<file path="src/lspg_pkg.sv">
package lspg_pkg;

	localparam int IdxW = 6;
	localparam int ColW = 8;

	localparam logic [2:0] MODE_VIOLET = 3'd0;
	localparam logic [2:0] MODE_AMBER  = 3'd1;
	localparam logic [2:0] MODE_PURPLE = 3'd2;
	localparam logic [2:0] MODE_SPRING = 3'd3;
	localparam logic [2:0] MODE_CHASE  = 3'd4;
	localparam logic [2:0] MODE_LINEAR = 3'd5;
	localparam logic [2:0] MODE_SINE   = 3'd6;
	localparam logic [2:0] MODE_OFF    = 3'd7;

	localparam logic [1:0] REG_MODE   = 2'd0;
	localparam logic [1:0] REG_COLOR  = 2'd1;
	localparam logic [1:0] REG_TAIL   = 2'd2;
	localparam logic [1:0] REG_PERIOD = 2'd3;

	localparam logic [23:0] COL_VIOLET = 24'h9400D3;
	localparam logic [23:0] COL_AMBER  = 24'hFFBE00;
	localparam logic [23:0] COL_PURPLE = 24'h800080;
	localparam logic [23:0] COL_SPRING = 24'h00FA9A;

	typedef logic [2:0] div_op_t;

	localparam div_op_t DIV_PHASE = 3'd0;
	localparam div_op_t DIV_LIN   = 3'd1;
	localparam div_op_t DIV_K     = 3'd2;
	localparam div_op_t DIV_COS   = 3'd3;
	localparam div_op_t DIV_STEP  = 3'd4;
	localparam div_op_t DIV_INIT  = 3'd5;

	typedef struct packed {
		logic    div_start;
		div_op_t div_op;
		logic    pix_clr;
		logic    pix_adv;
		logic    head_adv;
	} cmd_t;

	typedef struct packed {
		logic div_done;
		logic last_pix;
		logic out_free;
	} sts_t;

endpackage

</file>
<file path="src/lspg_div.sv">
module lspg_div #(
	parameter int NW = 24,
	parameter int DW = 16
) (
	input  logic          clk,
	input  logic          arst_n,
	input  logic          start,
	input  logic [NW-1:0] dividend,
	input  logic [DW-1:0] divisor,
	output logic          busy,
	output logic          done,
	output logic [NW-1:0] quo,
	output logic [DW-1:0] rem
);

	localparam int CntW = $clog2(NW + 1);

	logic [NW-1:0]   quo_q;
	logic [DW-1:0]   rem_q;
	logic [DW-1:0]   dvs_q;
	logic [CntW-1:0] cnt_q;
	logic            busy_q;
	logic            done_q;
	logic [DW:0]     shifted;
	logic [DW:0]     diff;
	logic            ge;

	assign shifted = {rem_q, quo_q[NW-1]};
	assign ge      = shifted >= {1'b0, dvs_q};
	assign diff    = shifted - {1'b0, dvs_q};

	always_ff @(posedge clk or negedge arst_n) begin
		if (!arst_n) begin
			busy_q <= 1'b0;
			done_q <= 1'b0;
			cnt_q  <= '0;
		end else if (start) begin
			busy_q <= 1'b1;
			done_q <= 1'b0;
			cnt_q  <= CntW'(NW);
		end else if (busy_q) begin
			cnt_q  <= cnt_q - 1'b1;
			busy_q <= cnt_q != CntW'(1);
			done_q <= cnt_q == CntW'(1);
		end else begin
			done_q <= 1'b0;
		end
	end

	always_ff @(posedge clk) begin
		if (start) begin
			quo_q <= dividend;
			rem_q <= '0;
			dvs_q <= divisor;
		end else if (busy_q) begin
			quo_q <= {quo_q[NW-2:0], ge};
			rem_q <= ge ? diff[DW-1:0] : shifted[DW-1:0];
		end
	end

	assign busy = busy_q;
	assign done = done_q;
	assign quo  = quo_q;
	assign rem  = rem_q;

endmodule

</file>
<file path="src/lspg_dp.sv">
module lspg_dp #(
	parameter int STRIP_LENGTH    = 60,
	parameter int COS_TABLE_DEPTH = 256
) (
	input  logic                       clk,
	input  logic                       arst_n,
	input  lspg_pkg::cmd_t             cmd,
	output lspg_pkg::sts_t             sts,
	input  logic [2:0]                 mode,
	input  logic [23:0]                color,
	input  logic [5:0]                 tail,
	input  logic [15:0]                period,
	input  logic [15:0]                elapsed,
	input  logic                       out_ready,
	output logic                       out_valid,
	output logic [lspg_pkg::IdxW-1:0]  pixel_index,
	output logic [lspg_pkg::ColW-1:0]  red,
	output logic [lspg_pkg::ColW-1:0]  green,
	output logic [lspg_pkg::ColW-1:0]  blue,
	output logic                       last_pixel
);

	localparam int CosN  = COS_TABLE_DEPTH - 1;
	localparam int CosW  = $clog2(COS_TABLE_DEPTH);
	localparam int SqW   = 2 * CosW;
	localparam int NumA  = 16 + CosW;
	localparam int NumB  = SqW + 9;
	localparam int NumAB = (NumA > NumB) ? NumA : NumB;
	localparam int NumW  = (NumAB > 24) ? NumAB : 24;
	localparam int DenW  = (SqW + 1 > 16) ? SqW + 1 : 16;
	localparam logic [CosW-1:0] NVal = CosW'(CosN);
	localparam logic [SqW-1:0]  NSq  = SqW'(CosN * CosN);
	localparam logic [lspg_pkg::IdxW-1:0] LastIdx = lspg_pkg::IdxW'(STRIP_LENGTH - 1);

	function automatic logic [7:0] scale_ch(input logic [7:0] c, input logic [9:0] f);
		logic [17:0] p;
		p = c * f;
		return (p[17:16] != 2'b00) ? 8'hFF : p[15:8];
	endfunction

	logic [15:0]               phase_q;
	logic [5:0]                head_q;
	logic [lspg_pkg::IdxW-1:0] pix_q;
	logic [CosW-1:0]           k_q;
	logic [SqW-1:0]            aa_q;
	logic [9:0]                f_q;
	logic [9:0]                cq_q;
	logic [5:0]                cr_q;
	logic [8:0]                sq_q;
	logic [5:0]                sr_q;
	lspg_pkg::div_op_t         op_q;

	logic            div_busy;
	logic            div_done;
	logic [NumW-1:0] div_quo;
	logic [DenW-1:0] div_rem;
	logic [NumW-1:0] div_num;
	logic [DenW-1:0] div_den;

	logic [15:0]        p_rest;
	logic [15:0]        lp;
	logic [15+CosW:0]   kprod;
	logic               k_low;
	logic [CosW-1:0]    a_val;
	logic [DenW-1:0]    cos_den;
	logic [SqW-1:0]     cos_num;
	logic [9:0]         cos_q;
	logic [9:0]         cos_f;
	logic [6:0]         tail1;
	logic [6:0]         head7;
	logic [6:0]         pix7;
	logic [6:0]         nxt7;
	logic [6:0]         d_cur;
	logic [6:0]         d_nxt;
	logic [6:0]         dc_cur;
	logic [6:0]         dc_nxt;
	logic [6:0]         dc0;
	logic [6:0]         r_add;
	logic [6:0]         r_sub;
	logic               wrap;
	logic               borrow;
	logic [5:0]         r_up;
	logic [5:0]         r_dn;
	logic [9:0]         q_up;
	logic [9:0]         q_dn;
	logic [23:0]        rgb;

	logic                      out_valid_q;
	logic [lspg_pkg::IdxW-1:0] out_idx_q;
	logic [7:0]                out_red_q;
	logic [7:0]                out_green_q;
	logic [7:0]                out_blue_q;
	logic                      out_last_q;

	assign p_rest = period - phase_q;
	assign lp     = (phase_q < p_rest) ? phase_q : p_rest;
	assign kprod  = lp * NVal;

	assign k_low   = {k_q, 1'b0} <= {1'b0, NVal};
	assign a_val   = k_low ? k_q : NVal - k_q;
	assign cos_den = DenW'(NSq) + DenW'(aa_q);
	assign cos_num = SqW'({2'b00, NSq} - {aa_q, 2'b00});
	assign cos_q   = div_quo[9:0];
	assign cos_f   = k_low ? ((10'd256 - cos_q) >> 1) : ((10'd256 + cos_q) >> 1);

	assign tail1 = {1'b0, tail} + 7'd1;
	assign head7 = {1'b0, head_q};
	assign pix7  = {1'b0, pix_q};
	assign nxt7  = pix7 + 7'd1;
	assign d_cur = (head7 > pix7) ? head7 - pix7 : pix7 - head7;
	assign d_nxt = (head7 > nxt7) ? head7 - nxt7 : nxt7 - head7;
	assign dc_cur = (d_cur < tail1) ? d_cur : tail1;
	assign dc_nxt = (d_nxt < tail1) ? d_nxt : tail1;
	assign dc0    = (head7 < tail1) ? head7 : tail1;

	assign r_add  = {1'b0, cr_q} + {1'b0, sr_q};
	assign wrap   = r_add >= {1'b0, tail};
	assign r_up   = wrap ? 6'(r_add - {1'b0, tail}) : r_add[5:0];
	assign q_up   = cq_q + 10'(sq_q) + 10'(wrap);
	assign r_sub  = {1'b0, cr_q} - {1'b0, sr_q};
	assign borrow = cr_q < sr_q;
	assign r_dn   = borrow ? 6'(r_sub + {1'b0, tail}) : r_sub[5:0];
	assign q_dn   = cq_q - 10'(sq_q) - 10'(borrow);

	always_comb begin
		div_num = '0;
		div_den = DenW'(period);
		unique case (cmd.div_op)
			lspg_pkg::DIV_PHASE: div_num = NumW'({1'b0, phase_q} + {1'b0, elapsed});
			lspg_pkg::DIV_LIN:   div_num = NumW'({lp, 9'd0});
			lspg_pkg::DIV_K:     div_num = NumW'({kprod, 1'b0}) + NumW'(period[15:1]);
			lspg_pkg::DIV_COS: begin
				div_num = NumW'({cos_num, 8'd0}) + NumW'(cos_den[DenW-1:1]);
				div_den = cos_den;
			end
			lspg_pkg::DIV_STEP: begin
				div_num = NumW'(9'd256);
				div_den = DenW'(tail);
			end
			lspg_pkg::DIV_INIT: begin
				div_num = NumW'({tail1 - dc0, 8'd0});
				div_den = DenW'(tail);
			end
			default: div_num = '0;
		endcase
	end

	lspg_div #(
		.NW(NumW),
		.DW(DenW)
	) u_div (
		.clk(clk),
		.arst_n(arst_n),
		.start(cmd.div_start),
		.dividend(div_num),
		.divisor(div_den),
		.busy(div_busy),
		.done(div_done),
		.quo(div_quo),
		.rem(div_rem)
	);

	always_ff @(posedge clk or negedge arst_n) begin
		if (!arst_n) begin
			phase_q <= '0;
			head_q  <= '0;
		end else begin
			if (div_done && op_q == lspg_pkg::DIV_PHASE) begin
				phase_q <= div_rem[15:0];
			end
			if (cmd.head_adv) begin
				head_q <= (head_q == LastIdx) ? '0 : head_q + 6'd1;
			end
		end
	end

	always_ff @(posedge clk) begin
		aa_q <= a_val * a_val;
		if (cmd.div_start) begin
			op_q <= cmd.div_op;
		end
		if (cmd.pix_clr) begin
			pix_q <= '0;
		end else if (cmd.pix_adv) begin
			pix_q <= pix_q + 1'b1;
		end
		if (div_done) begin
			unique case (op_q)
				lspg_pkg::DIV_LIN: f_q <= div_quo[9:0];
				lspg_pkg::DIV_K:   k_q <= div_quo[CosW-1:0];
				lspg_pkg::DIV_COS: f_q <= cos_f;
				lspg_pkg::DIV_STEP: begin
					sq_q <= div_quo[8:0];
					sr_q <= div_rem[5:0];
				end
				lspg_pkg::DIV_INIT: begin
					cq_q <= div_quo[9:0];
					cr_q <= div_rem[5:0];
				end
				default: f_q <= f_q;
			endcase
		end else if (cmd.pix_adv && dc_nxt < dc_cur) begin
			cq_q <= q_up;
			cr_q <= r_up;
		end else if (cmd.pix_adv && dc_nxt > dc_cur) begin
			cq_q <= q_dn;
			cr_q <= r_dn;
		end
	end

	always_comb begin
		unique case (mode)
			lspg_pkg::MODE_VIOLET: rgb = lspg_pkg::COL_VIOLET;
			lspg_pkg::MODE_AMBER:  rgb = lspg_pkg::COL_AMBER;
			lspg_pkg::MODE_PURPLE: rgb = lspg_pkg::COL_PURPLE;
			lspg_pkg::MODE_SPRING: rgb = lspg_pkg::COL_SPRING;
			lspg_pkg::MODE_CHASE: begin
				rgb = {scale_ch(color[23:16], cq_q), scale_ch(color[15:8], cq_q),
					scale_ch(color[7:0], cq_q)};
			end
			lspg_pkg::MODE_LINEAR, lspg_pkg::MODE_SINE: begin
				rgb = {scale_ch(color[23:16], f_q), scale_ch(color[15:8], f_q),
					scale_ch(color[7:0], f_q)};
			end
			default: rgb = '0;
		endcase
	end

	always_ff @(posedge clk or negedge arst_n) begin
		if (!arst_n) begin
			out_valid_q <= 1'b0;
		end else if (cmd.pix_adv) begin
			out_valid_q <= 1'b1;
		end else if (out_ready) begin
			out_valid_q <= 1'b0;
		end
	end

	always_ff @(posedge clk) begin
		if (cmd.pix_adv) begin
			out_idx_q   <= pix_q;
			out_red_q   <= rgb[23:16];
			out_green_q <= rgb[15:8];
			out_blue_q  <= rgb[7:0];
			out_last_q  <= pix_q == LastIdx;
		end
	end

	assign sts.div_done = div_done;
	assign sts.last_pix = pix_q == LastIdx;
	assign sts.out_free = !out_valid_q || out_ready;

	assign out_valid   = out_valid_q;
	assign pixel_index = out_idx_q;
	assign red         = out_red_q;
	assign green       = out_green_q;
	assign blue        = out_blue_q;
	assign last_pixel  = out_last_q;

	a_start_idle: assert property (@(posedge clk) disable iff (!arst_n)
		cmd.div_start |-> !div_busy)
		else $error("divider started while busy");

	a_phase_range: assert property (@(posedge clk) disable iff (!arst_n)
		(div_done && op_q == lspg_pkg::DIV_PHASE) |=> phase_q < period)
		else $error("phase not below period");

	a_chase_rem: assert property (@(posedge clk) disable iff (!arst_n)
		(cmd.pix_adv && mode == lspg_pkg::MODE_CHASE) |-> cr_q < tail)
		else $error("chase remainder out of range");

	a_cos_q: assert property (@(posedge clk) disable iff (!arst_n)
		(div_done && op_q == lspg_pkg::DIV_COS) |-> div_quo <= NumW'(256))
		else $error("cosine quotient above one");

endmodule

</file>
<file path="src/lspg_ctrl.sv">
module lspg_ctrl (
	input  logic           clk,
	input  logic           arst_n,
	input  logic [2:0]     mode,
	input  logic           in_valid,
	output logic           in_ready,
	input  lspg_pkg::sts_t sts,
	output lspg_pkg::cmd_t cmd
);

	localparam logic [3:0] S_IDLE      = 4'd0;
	localparam logic [3:0] S_PH_WAIT   = 4'd1;
	localparam logic [3:0] S_LIN_GO    = 4'd2;
	localparam logic [3:0] S_LIN_WAIT  = 4'd3;
	localparam logic [3:0] S_K_GO      = 4'd4;
	localparam logic [3:0] S_K_WAIT    = 4'd5;
	localparam logic [3:0] S_SQ        = 4'd6;
	localparam logic [3:0] S_COS_GO    = 4'd7;
	localparam logic [3:0] S_COS_WAIT  = 4'd8;
	localparam logic [3:0] S_STEP_GO   = 4'd9;
	localparam logic [3:0] S_STEP_WAIT = 4'd10;
	localparam logic [3:0] S_INIT_GO   = 4'd11;
	localparam logic [3:0] S_INIT_WAIT = 4'd12;
	localparam logic [3:0] S_EMIT      = 4'd13;

	logic [3:0] state_q;
	logic [3:0] state_nxt;

	always_comb begin
		cmd       = '0;
		in_ready  = 1'b0;
		state_nxt = state_q;
		unique case (state_q)
			S_IDLE: begin
				in_ready = 1'b1;
				if (in_valid) begin
					cmd.div_start = 1'b1;
					cmd.div_op    = lspg_pkg::DIV_PHASE;
					cmd.pix_clr   = 1'b1;
					state_nxt     = S_PH_WAIT;
				end
			end
			S_PH_WAIT: begin
				if (sts.div_done) begin
					priority if (mode == lspg_pkg::MODE_CHASE) begin
						state_nxt = S_STEP_GO;
					end else if (mode == lspg_pkg::MODE_LINEAR) begin
						state_nxt = S_LIN_GO;
					end else if (mode == lspg_pkg::MODE_SINE) begin
						state_nxt = S_K_GO;
					end else begin
						state_nxt = S_EMIT;
					end
				end
			end
			S_LIN_GO: begin
				cmd.div_start = 1'b1;
				cmd.div_op    = lspg_pkg::DIV_LIN;
				state_nxt     = S_LIN_WAIT;
			end
			S_LIN_WAIT: begin
				if (sts.div_done) begin
					state_nxt = S_EMIT;
				end
			end
			S_K_GO: begin
				cmd.div_start = 1'b1;
				cmd.div_op    = lspg_pkg::DIV_K;
				state_nxt     = S_K_WAIT;
			end
			S_K_WAIT: begin
				if (sts.div_done) begin
					state_nxt = S_SQ;
				end
			end
			S_SQ: state_nxt = S_COS_GO;
			S_COS_GO: begin
				cmd.div_start = 1'b1;
				cmd.div_op    = lspg_pkg::DIV_COS;
				state_nxt     = S_COS_WAIT;
			end
			S_COS_WAIT: begin
				if (sts.div_done) begin
					state_nxt = S_EMIT;
				end
			end
			S_STEP_GO: begin
				cmd.div_start = 1'b1;
				cmd.div_op    = lspg_pkg::DIV_STEP;
				state_nxt     = S_STEP_WAIT;
			end
			S_STEP_WAIT: begin
				if (sts.div_done) begin
					state_nxt = S_INIT_GO;
				end
			end
			S_INIT_GO: begin
				cmd.div_start = 1'b1;
				cmd.div_op    = lspg_pkg::DIV_INIT;
				state_nxt     = S_INIT_WAIT;
			end
			S_INIT_WAIT: begin
				if (sts.div_done) begin
					state_nxt = S_EMIT;
				end
			end
			S_EMIT: begin
				if (sts.out_free) begin
					cmd.pix_adv = 1'b1;
					if (sts.last_pix) begin
						cmd.head_adv = mode == lspg_pkg::MODE_CHASE;
						state_nxt    = S_IDLE;
					end
				end
			end
			default: state_nxt = S_IDLE;
		endcase
	end

	always_ff @(posedge clk or negedge arst_n) begin
		if (!arst_n) begin
			state_q <= S_IDLE;
		end else begin
			state_q <= state_nxt;
		end
	end

endmodule

</file>
<file path="src/led_strip_pattern_generator_core.sv">
// Frame-tick driven pattern generator for an LED strip: each accepted item carries the timer
// ticks since the previous tick and yields STRIP_LENGTH pixel items in order, the last one
// flagged. Every division goes through one shared bit-serial divider of W bits (W is 25 with the
// default cosine depth). A frame costs one division for the phase update, one more for the linear
// pulse, two more for the chase or the sine pulse, and then one cycle per pixel while the output
// side keeps up. A new item is taken once the last pixel of the frame has entered the output
// register.
module led_strip_pattern_generator_core #(
	parameter int STRIP_LENGTH    = 60,
	parameter int COS_TABLE_DEPTH = 256
) (
	input  logic                       clk,
	input  logic                       arst_n,
	input  logic                       psel,
	input  logic                       penable,
	input  logic                       pwrite,
	input  logic [3:0]                 paddr,
	input  logic [31:0]                pwdata,
	output logic [31:0]                prdata,
	output logic                       pready,
	input  logic                       in_valid,
	output logic                       in_ready,
	input  logic [15:0]                elapsed,
	output logic                       out_valid,
	input  logic                       out_ready,
	output logic [lspg_pkg::IdxW-1:0]  pixel_index,
	output logic [lspg_pkg::ColW-1:0]  red,
	output logic [lspg_pkg::ColW-1:0]  green,
	output logic [lspg_pkg::ColW-1:0]  blue,
	output logic                       last_pixel
);

	logic [2:0]     mode_q;
	logic [23:0]    color_q;
	logic [5:0]     tail_q;
	logic [15:0]    period_q;
	logic [5:0]     tail_eff;
	logic [15:0]    period_eff;
	lspg_pkg::cmd_t cmd;
	lspg_pkg::sts_t sts;

	always_ff @(posedge clk or negedge arst_n) begin
		if (!arst_n) begin
			mode_q   <= lspg_pkg::MODE_OFF;
			color_q  <= 24'h9400D3;
			tail_q   <= 6'd10;
			period_q <= 16'd1000;
		end else if (psel && penable && pwrite) begin
			unique case (paddr[3:2])
				lspg_pkg::REG_MODE:   mode_q   <= pwdata[2:0];
				lspg_pkg::REG_COLOR:  color_q  <= pwdata[23:0];
				lspg_pkg::REG_TAIL:   tail_q   <= pwdata[5:0];
				lspg_pkg::REG_PERIOD: period_q <= pwdata[15:0];
				default: mode_q <= mode_q;
			endcase
		end
	end

	always_comb begin
		unique case (paddr[3:2])
			lspg_pkg::REG_MODE:   prdata = {29'd0, mode_q};
			lspg_pkg::REG_COLOR:  prdata = {8'd0, color_q};
			lspg_pkg::REG_TAIL:   prdata = {26'd0, tail_q};
			lspg_pkg::REG_PERIOD: prdata = {16'd0, period_q};
			default: prdata = '0;
		endcase
	end

	assign pready     = 1'b1;
	assign tail_eff   = (tail_q == 6'd0) ? 6'd1 : tail_q;
	assign period_eff = (period_q < 16'd2) ? 16'd2 : period_q;

	lspg_ctrl u_ctrl (
		.clk(clk),
		.arst_n(arst_n),
		.mode(mode_q),
		.in_valid(in_valid),
		.in_ready(in_ready),
		.sts(sts),
		.cmd(cmd)
	);

	lspg_dp #(
		.STRIP_LENGTH(STRIP_LENGTH),
		.COS_TABLE_DEPTH(COS_TABLE_DEPTH)
	) u_dp (
		.clk(clk),
		.arst_n(arst_n),
		.cmd(cmd),
		.sts(sts),
		.mode(mode_q),
		.color(color_q),
		.tail(tail_eff),
		.period(period_eff),
		.elapsed(elapsed),
		.out_ready(out_ready),
		.out_valid(out_valid),
		.pixel_index(pixel_index),
		.red(red),
		.green(green),
		.blue(blue),
		.last_pixel(last_pixel)
	);

endmodule
</file>
<file path="config.mk">
export PLATFORM = sky130hd
export DESIGN_NAME = led_strip_pattern_generator_core
export DESIGN_NICKNAME = d
export VERILOG_FILES = /design/src/lspg_pkg.sv /design/src/lspg_div.sv /design/src/lspg_dp.sv /design/src/lspg_ctrl.sv /design/src/led_strip_pattern_generator_core.sv
export SDC_FILE = /design/constraint.sdc
export NUM_CORES = 2
export LEC_CHECK = 0
export BUFFER_PORTS_ARGS = -buffer_cell sky130_fd_sc_hd__buf_2
export CELL_PAD_IN_SITES_DETAIL_PLACEMENT = 1
export CELL_PAD_IN_SITES_GLOBAL_PLACEMENT = 1
export CORE_ASPECT_RATIO = 0.5
export CORE_MARGIN = 3
export CORE_UTILIZATION = 40
export DETAILED_ROUTE_END_ITERATION = 10
export GPL_TIMING_DRIVEN = 0
export HOLD_SLACK_MARGIN = 0.03
export PLACE_DENSITY_LB_ADDON = 0.1
export SLEW_MARGIN = 30
export SYNTH_ARGS = -nofsm -noshare
export SYNTH_HDL_FRONTEND = slang
export SYNTH_HIERARCHICAL = 1
export SYNTH_SLANG_ARGS = --single-unit
</file>
<file path="constraint.sdc">
create_clock -name clk -period 9.2 [get_ports clk]
set_input_delay 0.92 -clock clk [delete_from_list [all_inputs] [get_ports clk]]
set_output_delay 0.92 -clock clk [all_outputs]
set_load 0.01 [all_outputs]
</file>
Yosys cells after proc, flatten, opt, wreduce, memory -nomap -nowiden:

Index checks and enable logic that the tools add are counted.

* reductions and logical operators: 35
* equal/unequal tests: 44
* magnitude comparators: 13
* multipliers: 8
* add/sub/neg operators: 28
* muxes and demuxes: 61

Operators by type and width (number)
* 25-bit one-hot mux with 6 select lines: 1
* 24-bit one-hot mux with 6 select lines: 1
* 32-bit one-hot mux with 4 select lines: 1
* 8-bit by 10-bit multiplier with 18-bit output: 6
* 8-bit 2-to-1 mux: 7
* 25-bit 2-to-1 mux: 2
* 6-bit 2-to-1 mux: 8
* 4-bit one-hot mux with 12 select lines: 1
* 10-bit 2-to-1 mux: 4
* 4-bit 2-to-1 mux: 10
* 7-bit 2-to-1 mux: 5
* 17-bit one-hot mux with 2 select lines: 1
* 16-bit 2-to-1 mux: 2
* 24-bit by 16-bit adder with 25-bit output: 1
* 25-bit by 15-bit adder with 25-bit output: 1
* 4-bit == test (second input constant): 6
* 16-bit by 8-bit multiplier with 24-bit output (second input constant): 1
* 4-bit one-hot mux with 6 select lines: 1
* 3-bit == test (second input constant): 7
* 7-bit < comparator: 3
* 10-bit one-hot mux with 2 select lines: 1
* 3-bit by 2-bit == test with 1-bit output (second input constant): 6
* 18-bit by 17-bit >= comparator with 1-bit output: 1
* 2-bit nonzero test: 9
* 60 further kinds: 103

* input bits: 59
* output and inout port bits: 66
* logic and storage cells: 217
* register bits after elaboration: 247

Longest topological paths before layout:

* depth after elaboration: 10
* gate-level depth with buffers: 48
* mapped depth without buffers: 47

Cells and area by module:

The synthesis kept the hierarchy.

Modules (own cells, without submodules)
* lspg_dp: times used 1, area an instance 31431.4 um2, cells each 3701
* lspg_div: times used 1, area an instance 3612.2 um2, cells each 330
* led_strip_pattern_generator_core: times used 1, area an instance 2581.2 um2, cells each 191
* lspg_ctrl: times used 1, area an instance 454.2 um2, cells each 58

Worst setup path after synthesis:

OpenSTA, ideal clock, no wires.

* path type: reg2reg
* start: register period_q[12]
* end: register u_dp.u_div.quo_q[22], in the netlist u_dp/u_div/quo[22] (data pin)
* library setup time: 0.260 ns
* arrival: 9.383 ns
* buffers on the path: 3
* period minus slack after synthesis: 9.642 ns
* data required time: 8.940 ns
* cell stages (with the launch flop): 44
* path slack: -0.442 ns
* cells stage by stage: dfrtp_1 nor4_1 nand4_1 and2_1 inv_1 ha_1 inv_1 fa_1 a21oi_1 inv_1 a21oi_1 xnor2_1 inv_1 ha_1 o21a_1 o2111ai_1 a21oi_1 a211o_1 [8 not listed] fa_1 fa_1 inv_1 fa_1 fa_1 inv_1 ha_1 clkbuf_1 and3_1 a221oi_1 o31ai_1 a21o_1 a21oi_1 xnor2_1 nand3_1 xnor2_1 a221o_1 mux2_2

* longest elaborated chain between the ends: 9

Ends and longest elaborated chain
* start, declared: line led_strip_pattern_generator_core.sv:36 `logic [15:0] period_q;`
* start signal, assigned: line led_strip_pattern_generator_core.sv:53 `lspg_pkg::REG_PERIOD: period_q <= pwdata[15:0];`
* 16-bit by 2-bit < comparator with 1-bit output *: line led_strip_pattern_generator_core.sv:71 `assign period_eff = (period_q < 16'd2) ? 16'd2 : period_q;`
* 16-bit 2-to-1 mux *: line led_strip_pattern_generator_core.sv:71
* named net period_eff[0]: line led_strip_pattern_generator_core.sv:38 `logic [15:0] period_eff;`
* 16-bit subtractor *: line lspg_dp.sv:95 `assign p_rest = period - phase_q;`
* 16-bit < comparator: line lspg_dp.sv:96 `assign lp = (phase_q < p_rest) ? phase_q : p_rest;`
* 16-bit 2-to-1 mux *: line lspg_dp.sv:96
* 16-bit by 8-bit multiplier with 24-bit output: line lspg_dp.sv:97 `assign kprod = lp * NVal;`
* 25-bit by 15-bit adder with 25-bit output: line lspg_dp.sv:131 `lspg_pkg::DIV_K: div_num = NumW'({kprod, 1'b0}) + NumW'(period[15:1]);`
* 25-bit one-hot mux with 6 select lines *: line lspg_dp.sv:128 `unique case (cmd.div_op)`
* named net u_dp.div_num[22]: line lspg_dp.sv:57 `logic [NumW-1:0] div_num;`
* 25-bit 2-to-1 mux *: line lspg_div.sv:51 `if (start) begin`
* end signal, assigned: line lspg_div.sv:52 `quo_q <= dividend;`
* end signal, assigned: line lspg_div.sv:56 `quo_q <= {quo_q[NW-2:0], ge};`
* end, declared: line lspg_div.sv:18 `logic [NW-1:0] quo_q;`

The timed path passes the listed nets; every way through them passes the cells marked *.
A chain may end at the register's enable or synchronous reset.

Final worst setup path:

* start: register period_q[10]
* end: register u_dp.u_div.quo_q[24], in the netlist u_dp/u_div/quo[24] (data pin)

* longest elaborated chain between the ends: 9

Ends and longest elaborated chain (line)
* 16-bit by 2-bit < comparator with 1-bit output *: led_strip_pattern_generator_core.sv:71
* 16-bit 2-to-1 mux *: led_strip_pattern_generator_core.sv:71
* named net period_eff[1]: led_strip_pattern_generator_core.sv:38
* 16-bit subtractor: lspg_dp.sv:95
* 16-bit < comparator: lspg_dp.sv:96
* 16-bit 2-to-1 mux: lspg_dp.sv:96
* 16-bit by 8-bit multiplier with 24-bit output: lspg_dp.sv:97
* 25-bit by 15-bit adder with 25-bit output: lspg_dp.sv:131
* 25-bit one-hot mux with 6 select lines *: lspg_dp.sv:128
* named net u_dp.div_num[24]: lspg_dp.sv:57
* 25-bit 2-to-1 mux *: lspg_div.sv:51

Marked as above.

==> results_dict.tcl <==
set metrics [dict create \
    maxCapViolCount 0 \
    maxClockFrequency_mhz 97.4 \
    violations_in_the_final_reports "negative setup slack" \
    hpwl_um 106000 \
    critical_path.max_stage_delay_ns 0.60 \
    worstPathMaxFanout 6 \
    synth-edff-count 125 \
    wirelength_um 134000 \
    busiest_layer "met2" \
    regToRegSetupSlack_ns -1.06 \
    io_buffers 105 \
    unrepaired_setup_endpoints_after_global_routing "true" \
    drt_pre_antenna_iters 5 \
    htree_num_levels 1 \
    grt_antenna_before_repair 4 \
    critPathRequiredTime_ns 9.61 \
    ctsRootBufferMaster "clkbuf_16" \
    route.detailed.vias_per_inst 5.45 \
    gp_routability_congestion 0.910 \
    grt_overflow 0 \
    grt_use_met1_pct 35.2 \
    layout.cells.most_common "inv_1" \
    hold_slack_ns 0.135 \
    tightestPinTransition_ns 1.06 \
    cts.sinks 245 \
    hold_class "input pin to async pin" \
    die_w_um 442 \
    multi_input_comb_area_um2 30000 \
    run_status "finished, violations left" \
    core_area_um2 93700 \
    num-nets-final 5477 \
    global_route_wire_length_before_repair_um 207000 \
    slew-limit-headroom_pct 28.6 \
    nFillCells 10838 \
    cts_tree "built" \
    area.sequential_um2 6600 \
    ant_nets 0 \
    fraction_of_final_layout_cells_with_drive_strength_greater_than_1_pct 15.9 \
    timing.critical_path.from_type "flip-flop" \
    route.detailed.drc 0 \
    netlist_area_um2 38100 \
    synth_area_per_cell_um2 8.90 \
    critical-path-slowest-cell "fa_2" \
    post_drt_wl_per_cell_um 22.9 \
    ff2ff_path_depth 43 \
    grt_max_degree 62 \
    critPathCaptureType "flip-flop" \
    final.setup.worst_slack_ns -1.06 \
    floorplan.die_area_um2 99200 \
    cts-root-to-sink-buffers 3 \
    cts_buffers 30 \
    synth.lib_cells_used.distinct 106 \
    num_rows 79 \
    timing.final.crit_share_pct 112 \
    path_class "flip-flop to flip-flop" \
    rr_endpoint "u_dp/u_div/quo[24]$_DFFE_PP_" \
    gr-usage-met3_pct 3.10 \
    finClkSkew_ns 0.0511 \
    timing.final.hold_violations 0 \
    die_y_um 224 \
    worst_ep_arrival_time_ns 10.67 \
    flow.area_growth_from_synthesis_pct 16.2 \
    post_synth_inst_count 4280 \
    worstSkewPairLatency_ns 0.65 \
    top_level_ports 125 \
    regToRegStartpoint "period_q[10]$_DFFE_PN0P_" \
    synthArstFlopShare_pct 33.9 \
    global_route.usage.met2_pct 46.7 \
    dr.first_iter.drc_count 1651 \
    yosysWarnings 6 \
    floorplan.initialDensity_pct 40.6 \
    finalWorstPathRequiredPeriod_ns 10.26 \
    synth-seq-area-share_pct 17.3 \
    layout.cells.most_common_list "inv_1 (562), nand2_1 (454), ha_1 (446), fa_1 (367), and2_1 (246)" \
    vias_in_the_first_global_route 34478 \
    report.final.setup_viol 17 \
    ys_flop_type "edfxtp_1" \
    grt_util_overall_pct 26.6 \
    synth_seq_cells 245 \
    clk_pin_slew_worst_paths_ns 0.07 \
    path_common_cell "inv_1" \
    timing_max_transition_violations_final 0 \
    vias 31862 \
]
## area by class of cell
cell class	instances	share of cell area, %
inverter	589	5.01
sequential	245	14.9
tap	1255	3.55
multi-input combinational	3252	67.9
clock buffer	37	1.87
buffer	198	2.12
timing repair buffer	253	4.18
antenna	2	0.0113
clock inverter	19	0.469
## Yosys cell counts, drive strengths merged (19+ instances only)
library cell	n	share of area (%)
clkbuf	166	1.6
dfstp	19	1.3
fa	375	20
buf	35	0.74
o21bai	36	0.71
ha	474	16
inv	589	5.8
mux2	95	3.0
a31oi	19	0.35
nor3	57	0.75
and3	32	0.55
nand3	64	0.87
xor2	65	1.5
a21o	72	1.4
edfxtp	125	9.9
nand2b	52	0.85
a21oi	204	2.8
a211oi	33	0.68
nor2	195	1.9
nand2	456	4.5
and2	252	4.1
o21ai	202	2.7
o211ai	22	0.45
nor2b	42	0.70
xnor2	180	4.1
dfxtp	37	1.9
dfrtp	64	4.2
mux2i	43	1.2
o21a	28	0.57
## repair_timing
item / 4_1_cts / 5_1_grt
hold buffers: 0 / 0
endpoints found under the setup margin: 20 / 36
setup buffers: 84 / 59
pin swaps: 82 / 104
cloned: 1 / 0
gates resized for setup: 179 / 135
## metal layers
layer  wire length [um]  vias up
li1                   -    14810
met1              59900    16362
met2              65300      529
met3               5150      161
met4               3820        0
met5                  0        -
## worst max-delay path: cells and delay by family, from the launching register on
family | cells | cell delay, ns
AND/OR/NAND/NOR | 9 | 1.66
XOR/XNOR | 2 | 0.45
AO/OA/AOI/OAI | 13 | 3.02
adder cells (fa/ha/maj) | 8 | 3.07
buffers and inverters | 10 | 1.02
flip-flops | 1 | 0.44
multiplexers | 1 | 0.30
## sequential cells by signal, indices dropped and copies added (netlist names), 4 cells and up
| name | flops |
|---|---|
| period_q | 16 |
| u_dp/u_div/quo | 25 |
| u_dp/blue | 8 |
| u_dp/k_q | 8 |
| u_dp/f_q | 10 |
| u_dp/red | 8 |
| u_dp/cr_q | 6 |
| color_q | 24 |
| tail_q | 6 |
| u_dp/u_div/cnt_q | 5 |
| u_dp/sq_q | 9 |
| u_dp/green | 8 |
| u_dp/phase_q | 16 |
| u_dp/cq_q | 10 |
| u_dp/aa_q | 14 |
| u_dp/pix_q | 6 |
| u_ctrl/state_q | 4 |
| u_dp/head_q | 6 |
| u_dp/sr_q | 6 |
| u_dp/u_div/dvs_q | 17 |
| u_dp/pixel_index | 6 |
| u_dp/u_div/rem | 17 |
## per-stage QoR
| step | std cells | TNS [ns] | utilization, % | area (um^2) | setup slack [ns] |
|---|---|---|---|---|---|
| floorplan | 4287 | 0 | - | 38300 | 0.00370 |
| global placement | 5647 | -41.54 | 43.1 | 40400 | -2.43 |
| CTS | 5790 | -10.28 | 46.0 | 43100 | -0.870 |
| global route | 5849 | -18.67 | 47.2 | 44200 | -1.36 |
| detailed placement | 5652 | -39.38 | 43.2 | 40500 | -2.64 |
| finish | 5850 | -14.00 | 47.2 | 44200 | -1.06 |
## cells by family (layout without fill, tap and decap cells)
group	Yosys count	count (layout)	share of synthesized area (%)
xor gates and xnor gates	245	245	5.64
other	2	11	0.0197
and+or+nand+nor	1233	1233	15.9
muxes	141	141	4.33
AOI/OAI and AO/OA	773	773	13.3
DFF	245	245	17.3
buffers and inverters	790	1096	8.18
adders and majority gates	851	851	35.3
## worst max path at each step
stage | cells after the start | startpoint | endpoint | slack, ns
after detailed placement | 42 | period_q[15]$_DFFE_PN0P_ | u_dp/u_div/quo[24]$_DFFE_PP_ | -2.64
after global routing | 43 | period_q[10]$_DFFE_PN0P_ | u_dp/u_div/quo[24]$_DFFE_PP_ | -1.36
final | 43 | period_q[10]$_DFFE_PN0P_ | u_dp/u_div/quo[24]$_DFFE_PP_ | -1.06
after floorplan | 43 | period_q[12]$_DFFE_PN0P_ | u_dp/u_div/quo[22]$_DFFE_PP_ | 0.004
after CTS | 45 | period_q[9]$_DFFE_PN1P_ | u_dp/u_div/quo[23]$_DFFE_PP_ | -0.87
after global placement | 42 | period_q[15]$_DFFE_PN0P_ | u_dp/u_div/quo[24]$_DFFE_PP_ | -2.43
Power is not shown: default switching activity piles up to over one toggle a cycle in this logic, so the estimate is an artifact.
